<file path="src/hdl/wwr_pkg.sv">
`timescale 1ns / 1ps
// ----------------------------------------------------------------------------
// wwr_pkg
// Shared types, register indexes and byte constants for the whole-word
// find-and-replace stream block.
// ----------------------------------------------------------------------------
package wwr_pkg;

  // Configuration register indexes.
  localparam logic [2:0] CFG_MATCH_WORD   = 3'd0;
  localparam logic [2:0] CFG_MATCH_LENGTH = 3'd1;
  localparam logic [2:0] CFG_NEW_WORD     = 3'd2;
  localparam logic [2:0] CFG_NEW_LENGTH   = 3'd3;
  localparam logic [2:0] CFG_IGNORE_CASE  = 3'd4;

  localparam logic [7:0] SPACE_BYTE  = 8'd32;
  localparam logic [7:0] UPPER_A     = 8'd65;
  localparam logic [7:0] UPPER_Z     = 8'd90;
  localparam logic [7:0] CASE_OFFSET = 8'd32;
  localparam logic [3:0] WORD_BYTES  = 4'd8;

  typedef struct packed {
    logic [7:0] text_byte;
    logic       text_last;
  } in_item_t;

  typedef struct packed {
    logic [7:0] out_byte;
    logic       byte_valid;
    logic       out_last;
  } out_item_t;

  // Commands from the controller to the datapath.
  typedef struct packed {
    logic load;
    logic plan;
    logic emit;
  } dp_cmd_t;

  // Status from the datapath to the controller.
  typedef struct packed {
    logic out_ready;
    logic pend;
    logic one_left;
  } dp_stat_t;

  // Folds ASCII A-Z to a-z and leaves every other byte alone.
  function automatic logic [7:0] fold_byte(input logic [7:0] b);
    logic [7:0] r;
    r = b;
    if (b >= UPPER_A && b <= UPPER_Z) begin
      r = b + CASE_OFFSET;
    end
    return r;
  endfunction

endpackage

</file>
<file path="src/hdl/wwr_ctrl.sv">
`timescale 1ns / 1ps
// ----------------------------------------------------------------------------
// wwr_ctrl
// Controller: takes one transaction, has the datapath plan its results and
// then steps the results out one per cycle as the output register frees up.
// ----------------------------------------------------------------------------
module wwr_ctrl (
  input  logic              clk,
  input  logic              rst_n,
  input  logic              in_valid,
  output logic              in_stall,
  output wwr_pkg::dp_cmd_t  cmd,
  input  wwr_pkg::dp_stat_t stat
);

  typedef enum logic [1:0] {
    ST_IDLE,
    ST_PLAN,
    ST_EMIT
  } state_t;

  state_t state_r;
  state_t state_nxt;
  logic   in_stall_r;
  logic   in_stall_nxt;

  always_comb begin
    cmd          = '0;
    state_nxt    = state_r;
    in_stall_nxt = in_stall_r;
    case (state_r)
      ST_IDLE: begin
        if (in_valid) begin
          cmd.load     = 1'b1;
          state_nxt    = ST_PLAN;
          in_stall_nxt = 1'b1;
        end
      end
      ST_PLAN: begin
        cmd.plan  = 1'b1;
        state_nxt = ST_EMIT;
      end
      ST_EMIT: begin
        cmd.emit = stat.pend && stat.out_ready;
        if (!stat.pend || (cmd.emit && stat.one_left)) begin
          state_nxt    = ST_IDLE;
          in_stall_nxt = 1'b0;
        end
      end
      default: begin
        state_nxt    = ST_IDLE;
        in_stall_nxt = 1'b0;
      end
    endcase
  end

  always_ff @(posedge clk) begin
    if (!rst_n) begin
      state_r    <= ST_IDLE;
      in_stall_r <= 1'b0;
    end else begin
      state_r    <= state_nxt;
      in_stall_r <= in_stall_nxt;
    end
  end

  assign in_stall = in_stall_r;

endmodule

</file>
<file path="src/hdl/wwr_dp.sv">
`timescale 1ns / 1ps
// ----------------------------------------------------------------------------
// wwr_dp
// Datapath: configuration registers, word buffer with a running pattern
// compare, result planning and the output register.
// ----------------------------------------------------------------------------
module wwr_dp #(
  parameter int MAX_WORD = 8
) (
  input  logic               clk,
  input  logic               rst_n,
  input  logic               cfg_we,
  input  logic [2:0]         cfg_index,
  input  logic [63:0]        cfg_data,
  input  wwr_pkg::in_item_t  in_data,
  input  logic               out_stall,
  output logic               out_valid,
  output wwr_pkg::out_item_t out_data,
  input  wwr_pkg::dp_cmd_t   cmd,
  output wwr_pkg::dp_stat_t  stat
);

  localparam int FILL_W = $clog2(MAX_WORD + 1);
  localparam int IDX_W  = (MAX_WORD > 1) ? $clog2(MAX_WORD) : 1;

  // Configuration.
  logic [63:0] match_word_r;
  logic [3:0]  match_len_r;
  logic [63:0] new_word_r;
  logic [3:0]  new_len_r;
  logic        ignore_case_r;

  // Word state.
  logic [7:0]        store_r [MAX_WORD];
  logic [FILL_W-1:0] fill_r, fill_nxt;
  logic              ovf_r, ovf_nxt;
  logic              run_eq_r, run_eq_nxt;
  logic              store_we;

  // Latched transaction and result plan.
  logic [7:0] byte_r;
  logic       last_r;
  logic       sel_new_r, sel_new_nxt;
  logic [3:0] cnt_r, cnt_nxt;
  logic [3:0] idx_r, idx_nxt;
  logic       extra_r, extra_nxt;
  logic       mark_r, mark_nxt;

  // Output register.
  logic                out_valid_r, out_valid_nxt;
  wwr_pkg::out_item_t  out_r, out_nxt;

  logic       is_space;
  logic       fill_full;
  logic [2:0] pidx;
  logic [7:0] pat_byte;
  logic       byte_eq;
  logic       word_hit;
  logic       grow_hit;
  logic [3:0] new_len_c;
  logic [2:0] nidx;
  logic [7:0] word_byte;
  logic       pend_word;
  logic       out_ready;
  logic       one_left;

  assign is_space  = (byte_r == wwr_pkg::SPACE_BYTE);
  assign fill_full = (fill_r == FILL_W'(MAX_WORD));
  assign pidx      = 3'(fill_r);
  assign pat_byte  = match_word_r[{pidx, 3'b000} +: 8];
  assign byte_eq   = ignore_case_r ?
                     (wwr_pkg::fold_byte(byte_r) == wwr_pkg::fold_byte(pat_byte)) :
                     (byte_r == pat_byte);
  // Match of the word as it stands, and of the word with the new byte added.
  assign word_hit  = run_eq_r && (match_len_r == 4'(fill_r));
  assign grow_hit  = run_eq_r && byte_eq && (match_len_r == 4'(fill_r) + 4'd1);
  assign new_len_c = (new_len_r > wwr_pkg::WORD_BYTES) ? wwr_pkg::WORD_BYTES : new_len_r;

  assign nidx      = 3'(idx_r);
  assign word_byte = sel_new_r ? new_word_r[{nidx, 3'b000} +: 8] : store_r[idx_r[IDX_W-1:0]];
  assign pend_word = (idx_r != cnt_r);
  assign out_ready = !out_valid_r || !out_stall;
  assign one_left  = pend_word ? ((idx_r + 4'd1 == cnt_r) && !extra_r && !mark_r)
                               : (extra_r || mark_r);

  assign stat.out_ready = out_ready;
  assign stat.pend      = pend_word || extra_r || mark_r;
  assign stat.one_left  = one_left;

  // Planning step: update the word state and decide what goes out. Each
  // emitted result then advances the plan by one.
  always_comb begin
    fill_nxt    = fill_r;
    ovf_nxt     = ovf_r;
    run_eq_nxt  = run_eq_r;
    store_we    = 1'b0;
    sel_new_nxt = sel_new_r;
    cnt_nxt     = cnt_r;
    idx_nxt     = idx_r;
    extra_nxt   = extra_r;
    mark_nxt    = mark_r;
    if (cmd.plan) begin
      idx_nxt     = 4'd0;
      sel_new_nxt = 1'b0;
      cnt_nxt     = 4'd0;
      extra_nxt   = 1'b0;
      if (is_space) begin
        if (!ovf_r) begin
          sel_new_nxt = word_hit;
          cnt_nxt     = word_hit ? new_len_c : 4'(fill_r);
        end
        extra_nxt  = !last_r;
        fill_nxt   = '0;
        ovf_nxt    = 1'b0;
        run_eq_nxt = 1'b1;
      end else if (ovf_r) begin
        extra_nxt = 1'b1;
      end else if (!fill_full) begin
        store_we   = 1'b1;
        fill_nxt   = fill_r + FILL_W'(1);
        run_eq_nxt = run_eq_r && byte_eq;
        if (last_r) begin
          sel_new_nxt = grow_hit;
          cnt_nxt     = grow_hit ? new_len_c : 4'(fill_r) + 4'd1;
        end
      end else begin
        // Word outgrew the buffer: flush it and pass the rest through.
        cnt_nxt    = 4'(fill_r);
        extra_nxt  = 1'b1;
        fill_nxt   = '0;
        ovf_nxt    = 1'b1;
        run_eq_nxt = 1'b1;
      end
      if (last_r) begin
        fill_nxt   = '0;
        ovf_nxt    = 1'b0;
        run_eq_nxt = 1'b1;
      end
      mark_nxt = last_r && (cnt_nxt == 4'd0) && !extra_nxt;
    end
    if (cmd.emit) begin
      if (pend_word) begin
        idx_nxt = idx_r + 4'd1;
      end else if (extra_r) begin
        extra_nxt = 1'b0;
      end else begin
        mark_nxt = 1'b0;
      end
    end
  end

  // Output step: word bytes, then the passed byte, or else an end marker.
  always_comb begin
    out_valid_nxt = out_valid_r;
    out_nxt       = out_r;
    if (!out_stall) begin
      out_valid_nxt = 1'b0;
    end
    if (cmd.emit) begin
      out_valid_nxt      = 1'b1;
      out_nxt.byte_valid = 1'b1;
      out_nxt.out_last   = last_r && one_left;
      if (pend_word) begin
        out_nxt.out_byte = word_byte;
      end else if (extra_r) begin
        out_nxt.out_byte = byte_r;
      end else begin
        out_nxt.out_byte   = 8'd0;
        out_nxt.byte_valid = 1'b0;
      end
    end
  end

  always_ff @(posedge clk) begin
    if (!rst_n) begin
      match_word_r  <= '0;
      match_len_r   <= '0;
      new_word_r    <= '0;
      new_len_r     <= '0;
      ignore_case_r <= 1'b0;
      fill_r        <= '0;
      ovf_r         <= 1'b0;
      run_eq_r      <= 1'b1;
      cnt_r         <= '0;
      idx_r         <= '0;
      extra_r       <= 1'b0;
      mark_r        <= 1'b0;
      out_valid_r   <= 1'b0;
    end else begin
      if (cfg_we) begin
        case (cfg_index)
          wwr_pkg::CFG_MATCH_WORD:   match_word_r  <= cfg_data;
          wwr_pkg::CFG_MATCH_LENGTH: match_len_r   <= cfg_data[3:0];
          wwr_pkg::CFG_NEW_WORD:     new_word_r    <= cfg_data;
          wwr_pkg::CFG_NEW_LENGTH:   new_len_r     <= cfg_data[3:0];
          wwr_pkg::CFG_IGNORE_CASE:  ignore_case_r <= cfg_data[0];
          default: begin
          end
        endcase
      end
      fill_r      <= fill_nxt;
      ovf_r       <= ovf_nxt;
      run_eq_r    <= run_eq_nxt;
      cnt_r       <= cnt_nxt;
      idx_r       <= idx_nxt;
      extra_r     <= extra_nxt;
      mark_r      <= mark_nxt;
      out_valid_r <= out_valid_nxt;
    end
  end

  always_ff @(posedge clk) begin
    if (cmd.load) begin
      byte_r <= in_data.text_byte;
      last_r <= in_data.text_last;
    end
    if (store_we) begin
      store_r[fill_r[IDX_W-1:0]] <= byte_r;
    end
    sel_new_r <= sel_new_nxt;
    out_r     <= out_nxt;
  end

  assign out_valid = out_valid_r;
  assign out_data  = out_r;

endmodule

</file>
<file path="src/hdl/whole_word_replace_stream.sv">
`timescale 1ns / 1ps
// ----------------------------------------------------------------------------
// whole_word_replace_stream
// Whole-word find and replace on a byte stream.
// ----------------------------------------------------------------------------
// The block takes text one byte per transaction and splits it into words at
// every single space, so two spaces in a row enclose an empty word. Each word
// is held in a buffer of MAX_WORD bytes and compared with the pattern word as
// it fills, either exactly or with A-Z folded to a-z. A word equal to the
// pattern goes out as the replacement word; any other word goes out as it
// came. Spaces pass through, except a space that is the last byte of a text.
// A word longer than the buffer is flushed unchanged and never matches. The
// final result of each text carries out_last; a last byte that produces no
// output yields one bare end marker with byte_valid low. Each input
// transaction is first accepted, then its results (up to nine) are planned,
// and they then step out one per cycle through the single output register
// while out_stall does not hold it. The output register lets the next input
// be accepted while the last result still waits to be taken. Configuration
// registers may be written only while no transaction is in flight.
// ----------------------------------------------------------------------------
module whole_word_replace_stream #(
  parameter int MAX_WORD = 8
) (
  input  logic               clk,
  input  logic               rst_n,
  input  logic               cfg_we,
  input  logic [2:0]         cfg_index,
  input  logic [63:0]        cfg_data,
  input  logic               in_valid,
  output logic               in_stall,
  input  wwr_pkg::in_item_t  in_data,
  output logic               out_valid,
  input  logic               out_stall,
  output wwr_pkg::out_item_t out_data
);

  // Command and status between the controller and the datapath.
  wwr_pkg::dp_cmd_t  cmd;
  wwr_pkg::dp_stat_t stat;

  // The controller sequences accept, plan and emit.
  wwr_ctrl u_ctrl (
    .clk      (clk),
    .rst_n    (rst_n),
    .in_valid (in_valid),
    .in_stall (in_stall),
    .cmd      (cmd),
    .stat     (stat)
  );

  // The datapath holds the word, the configuration and the output register.
  wwr_dp #(
    .MAX_WORD (MAX_WORD)
  ) u_dp (
    .clk       (clk),
    .rst_n     (rst_n),
    .cfg_we    (cfg_we),
    .cfg_index (cfg_index),
    .cfg_data  (cfg_data),
    .in_data   (in_data),
    .out_stall (out_stall),
    .out_valid (out_valid),
    .out_data  (out_data),
    .cmd       (cmd),
    .stat      (stat)
  );

`ifndef SYNTH
  // Every accepted transaction is planned in the following cycle.
  a_load_then_plan: assert property (@(posedge clk) disable iff (!rst_n)
    cmd.load |=> cmd.plan)
    else $error("load not followed by plan");

  // A result is never written over one that has not been taken.
  a_emit_ready: assert property (@(posedge clk) disable iff (!rst_n)
    cmd.emit |-> stat.out_ready)
    else $error("emit while output register is blocked");

  // A new transaction is only accepted once all earlier results have been emitted.
  a_accept_clean: assert property (@(posedge clk) disable iff (!rst_n)
    (in_valid && !in_stall) |-> !stat.pend)
    else $error("accept with results still pending");
`endif

endmodule
</file>
<file path="config.mk">
export PLATFORM = sky130hd
export DESIGN_NAME = whole_word_replace_stream
export DESIGN_NICKNAME = d
export VERILOG_FILES = /design/src/hdl/wwr_pkg.sv /design/src/hdl/wwr_ctrl.sv /design/src/hdl/wwr_dp.sv /design/src/hdl/whole_word_replace_stream.sv
export SDC_FILE = /design/constraint.sdc
export NUM_CORES = 1
export LEC_CHECK = 0
export ABC_AREA = 1
export BUFFER_PORTS_ARGS = -buffer_cell sky130_fd_sc_hd__buf_2
export CORE_MARGIN = 2
export CORE_UTILIZATION = 55
export DETAILED_ROUTE_END_ITERATION = 7
export GPL_TIMING_DRIVEN = 0
export HOLD_SLACK_MARGIN = 0.1
export PLACE_DENSITY = 0.74
export SLEW_MARGIN = 20
export SYNTH_ARGS = -nofsm -noshare
export SYNTH_HDL_FRONTEND = slang
export SYNTH_SLANG_ARGS = --single-unit
</file>
<file path="constraint.sdc">
create_clock -name clk -period 7.8 [get_ports clk]
set_clock_uncertainty 0.05 [all_clocks]
set_input_delay 0.78 -clock clk [delete_from_list [all_inputs] [get_ports clk]]
set_output_delay 0.78 -clock clk [all_outputs]
set_load 0.02 [all_outputs]
</file>
==> results by group <==
Global route
  – Total grt overflow: 0
  – Initial antenna violation count: 0
  – GRT Resource Usage Total: 32.3%
  – Vias in the first global route: 9685
  – Largest net degree at the start of global routing: 15
  – First-pass GRT wire length: about 53000 um

Timing
  – Normalized max-slew margin: 38.2%
  – Max frequency: 0.281 GHz
  – Post-Route Setup TNS: 0 ps
  – Worst Max-Slew Pin Slew: 923 ps
  – Tmin final: 3560 ps
  – Final setup violation count: 0
  – Worst setup margin: ~4200 ps
  – Worst hold slack: 372 ps
  – RSZ-0062 raised after global routing: no
  – Final Cycle Share: 45.7%
  – Final Slew Violations: 0
  – Fin. Hold Viols: 0

Critical path
  – Crit path launch: u_dp.idx_r[1]
  – Worst Path Required: 7900 ps
  – WP data arrival: 3670 ps
  – Register-to-Register Path Depth: 11
  – CP startpoint kind: register
  – R2R Setup Slk: around 4200 ps
  – Max Fanout on Critical Path: 10
  – R2R Path Start: u_dp.idx_r[1]
  – CP Class: register to register
  – Worst setup EP type: register
  – R2r endpoint: u_dp.byte_r[2]

Pwr
  – Combinational Power Share: a little under a third
  – VDD IR max: 196 uV
  – Int Power: 2.58 mW
  – Switching share of power: between 30% and 40%
  – P_sw: 1.50 mW
  – Power Total: 4.08 mW
  – Flop pwr share: between 40% and 50%
  – Leak pwr: 5.29 nW
  – PD cells: 322 nW/um^2
  – Clock Power Share: 29.8%

CTS
  – PostCTS Resize Cnt: 0
  – H-Tree Depth: 1
  – Setup bufs post-CTS: 0
  – CTS clock-pin slew for the worst setup and hold paths: roughly 60 ps
  – TritonCTS buffer count: 26
  – CTS Buffer Depth: 3
  – Hold bufs inserted after CTS: 0
  – Clk Tree Root Cell: clkbuf_16
  – Worst skew pair latency: 540 ps
  – CTS sink cnt: 241
  – CTS tree: built

Floorplan
  – Full die area: 21100 um^2
  – Die Width: 145 um
  – Die span in y: between 100 and 150 um
  – Core Rows: 51
  – Core Region: 19500 um^2
  – Number of top-level pins: 93
  – Starting Density: between 50 and 60%

Layout
  – Layout cells sized above 1: 12.5%
  – Inserted Diodes: 0
  – Area taken by multi-input logic gates: 4590 um^2
  – Layout Nets: 1575
  – # fillers: around 1800
  – Area grow syn2layout: 15.7%
  – Reg area: 5670 um^2

Yosys
  – Synth top cells by count: nor2_1, o21ai_0, nand2_1
  – Post-synth top flop: dfxtp_1
  – Post-synth EDFFs: 84
  – Sequential area share after synthesis: between 50% and 60%
  – Yosys warnings: 0
  – Ys async rst share: 0%
  – Cell Area, Synth: 10900 um^2
  – #FFs+latches synth: 241
  – Largest area contributor in the netlist: dfxtp_1
  – Area contributors post-synth: dfxtp_1, edfxtp_1, nor2_1
  – Syn Nets: 1449
  – Top-area cell type share of the netlist area: 28.7%
  – Yosys cell types: 50
  – Count leader, synth: nor2_1
  – Avg Inst Size Synth: between 8 and 9 um^2
  – Post-Synthesis Cells: 1363

Detailed routing
  – Routed WL per cell: 19.7 um
  – Drt first pass iters: 7
  – Detailed-route vias per instance: between 5 and 6
  – # DRC: 0
  – Vias: 10414
  – Detail Route Antenna Nets: 0
  – Final WL: 34900 um
  – Initial detailed-routing violation count: ~1400

Job
  – Max-Cap Viols: 0

Status
  – Status: complete, no violations

Placed design
  – Gpl congestion: 0.938
  – PortBufs: 91
  – Pre-CTS WS: approximately 4300 ps
  – HPWL Detailed: 25100 um

Min path
  – HP Start: in_data[1]
  – Hold endpoint: u_dp.byte_r[0]
  – Hold Path Stages: 1
  – Worst min path class: input pin to register
==> area by class of cell <==
cell class,count,area share (%)
repair buffers,98,3.99
well taps,265,2.62
clock buffers,35,5.73
flip-flops and latches,241,44.7
inverters,98,2.92
plain buffers,80,2.99
clock inverters,12,0.869
multi-input cells,944,36.2
==> flip-flops by register name, summed over array words and instances (netlist names) <==
name / count
u_dp.match_len_r: 4
u_dp.fill_r: 4
u_ctrl.state_r: 2
u_dp.sel_new_r: 1
u_dp.last_r: 1
u_dp.ignore_case_r: 1
u_dp.store_r: 64
u_dp.run_eq_r: 1
u_dp.cnt_r: 4
u_dp.byte_r: 8
u_dp.match_word_r: 64
u_dp.mark_r: 1
u_dp.new_word_r: 64
u_ctrl.in_stall: 1
u_dp.extra_r: 1
u_dp.out_data: 10
u_dp.new_len_r: 4
u_dp.ovf_r: 1
u_dp.idx_r: 4
u_dp.out_valid: 1
==> per-stage QoR <==
step                instances  cell area, um^2  utilization [%]
finish                   1773            12700             64.9
global route             1773            12700             64.9
detailed placement       1726            11800             60.6
global placement         1719            11700             60.1
CTS                      1773            12700             64.9
floorplan                1363            10900                -
==> layer usage <==
metal	routed length (um)	share of wire [%]	GRT usage, %
met1	14000	40	43.9
met2	15600	45	50.6
met3	3740	11	6.54
met4	1600	4.6	13.5
met5	0	0	0
==> kinds of logic (layout without fill, tap and decap cells) <==
family                   Yosys count  count (layout)  share of synthesized area [%]
adder cells (fa/ha/maj)            5               5                          0.571
AND/OR/NAND/NOR                  569             569                           21.5
AO/OA/AOI/OAI                    354             354                           18.0
buffers and inverters            178             323                           6.84
XOR/XNOR                          14              14                           1.12
multiplexers                       2               2                          0.183
flip-flops                       241             241                           51.7
==> worst max-delay path by stage <==
stage | endpoint | slack (ps) | cells past startpoint
floorplan | u_dp.store_r[0][0] | 4930 | 14
global placement | u_dp.store_r[4][5] | 3870 | 14
detailed placement | u_dp.byte_r[4] | 4320 | 11
CTS | u_dp.byte_r[4] | 4290 | 11
global route | u_ctrl.in_stall | 3980 | 13
finish | u_dp.byte_r[2] | 4240 | 11
==> power by group through the flow <==
stage               logic (mW)  registers, mW  clock network, mW
floorplan                0.794           1.62                  0
global placement          1.15           1.65                  0
detailed placement        1.18           1.66                  0
CTS                       1.20           1.63               1.22
global route              1.33           1.65               1.27
finish                    1.23           1.64               1.21
==> worst max-delay path, cell delays in order (launching register included) <==
cell and delay, ps:
dfxtp_1 360, clkbuf_1 520, inv_1 220, nand2_1 100
and3_1 160, nand2_1 240, inv_1 310, nand2_1 120
nand3_1 160, o21a_1 170, o21ai_0 110, nor2_1 680
==> cell usage in the layout, fill, tap and decap left out, drive strengths merged, types with 18 or more instances in the layout <==
master | synthesis | final
a21oi | 68 | 68
nand2 | 174 | 174
inv | 96 | 96
nor2 | 313 | 313
o221ai | 18 | 18
buf | 14 | 112
clkbuf | 66 | 101
nand3 | 53 | 53
dfxtp | 157 | 157
o21ai | 219 | 219
edfxtp | 84 | 84
Note: power is estimated with default switching activity, not from simulation.
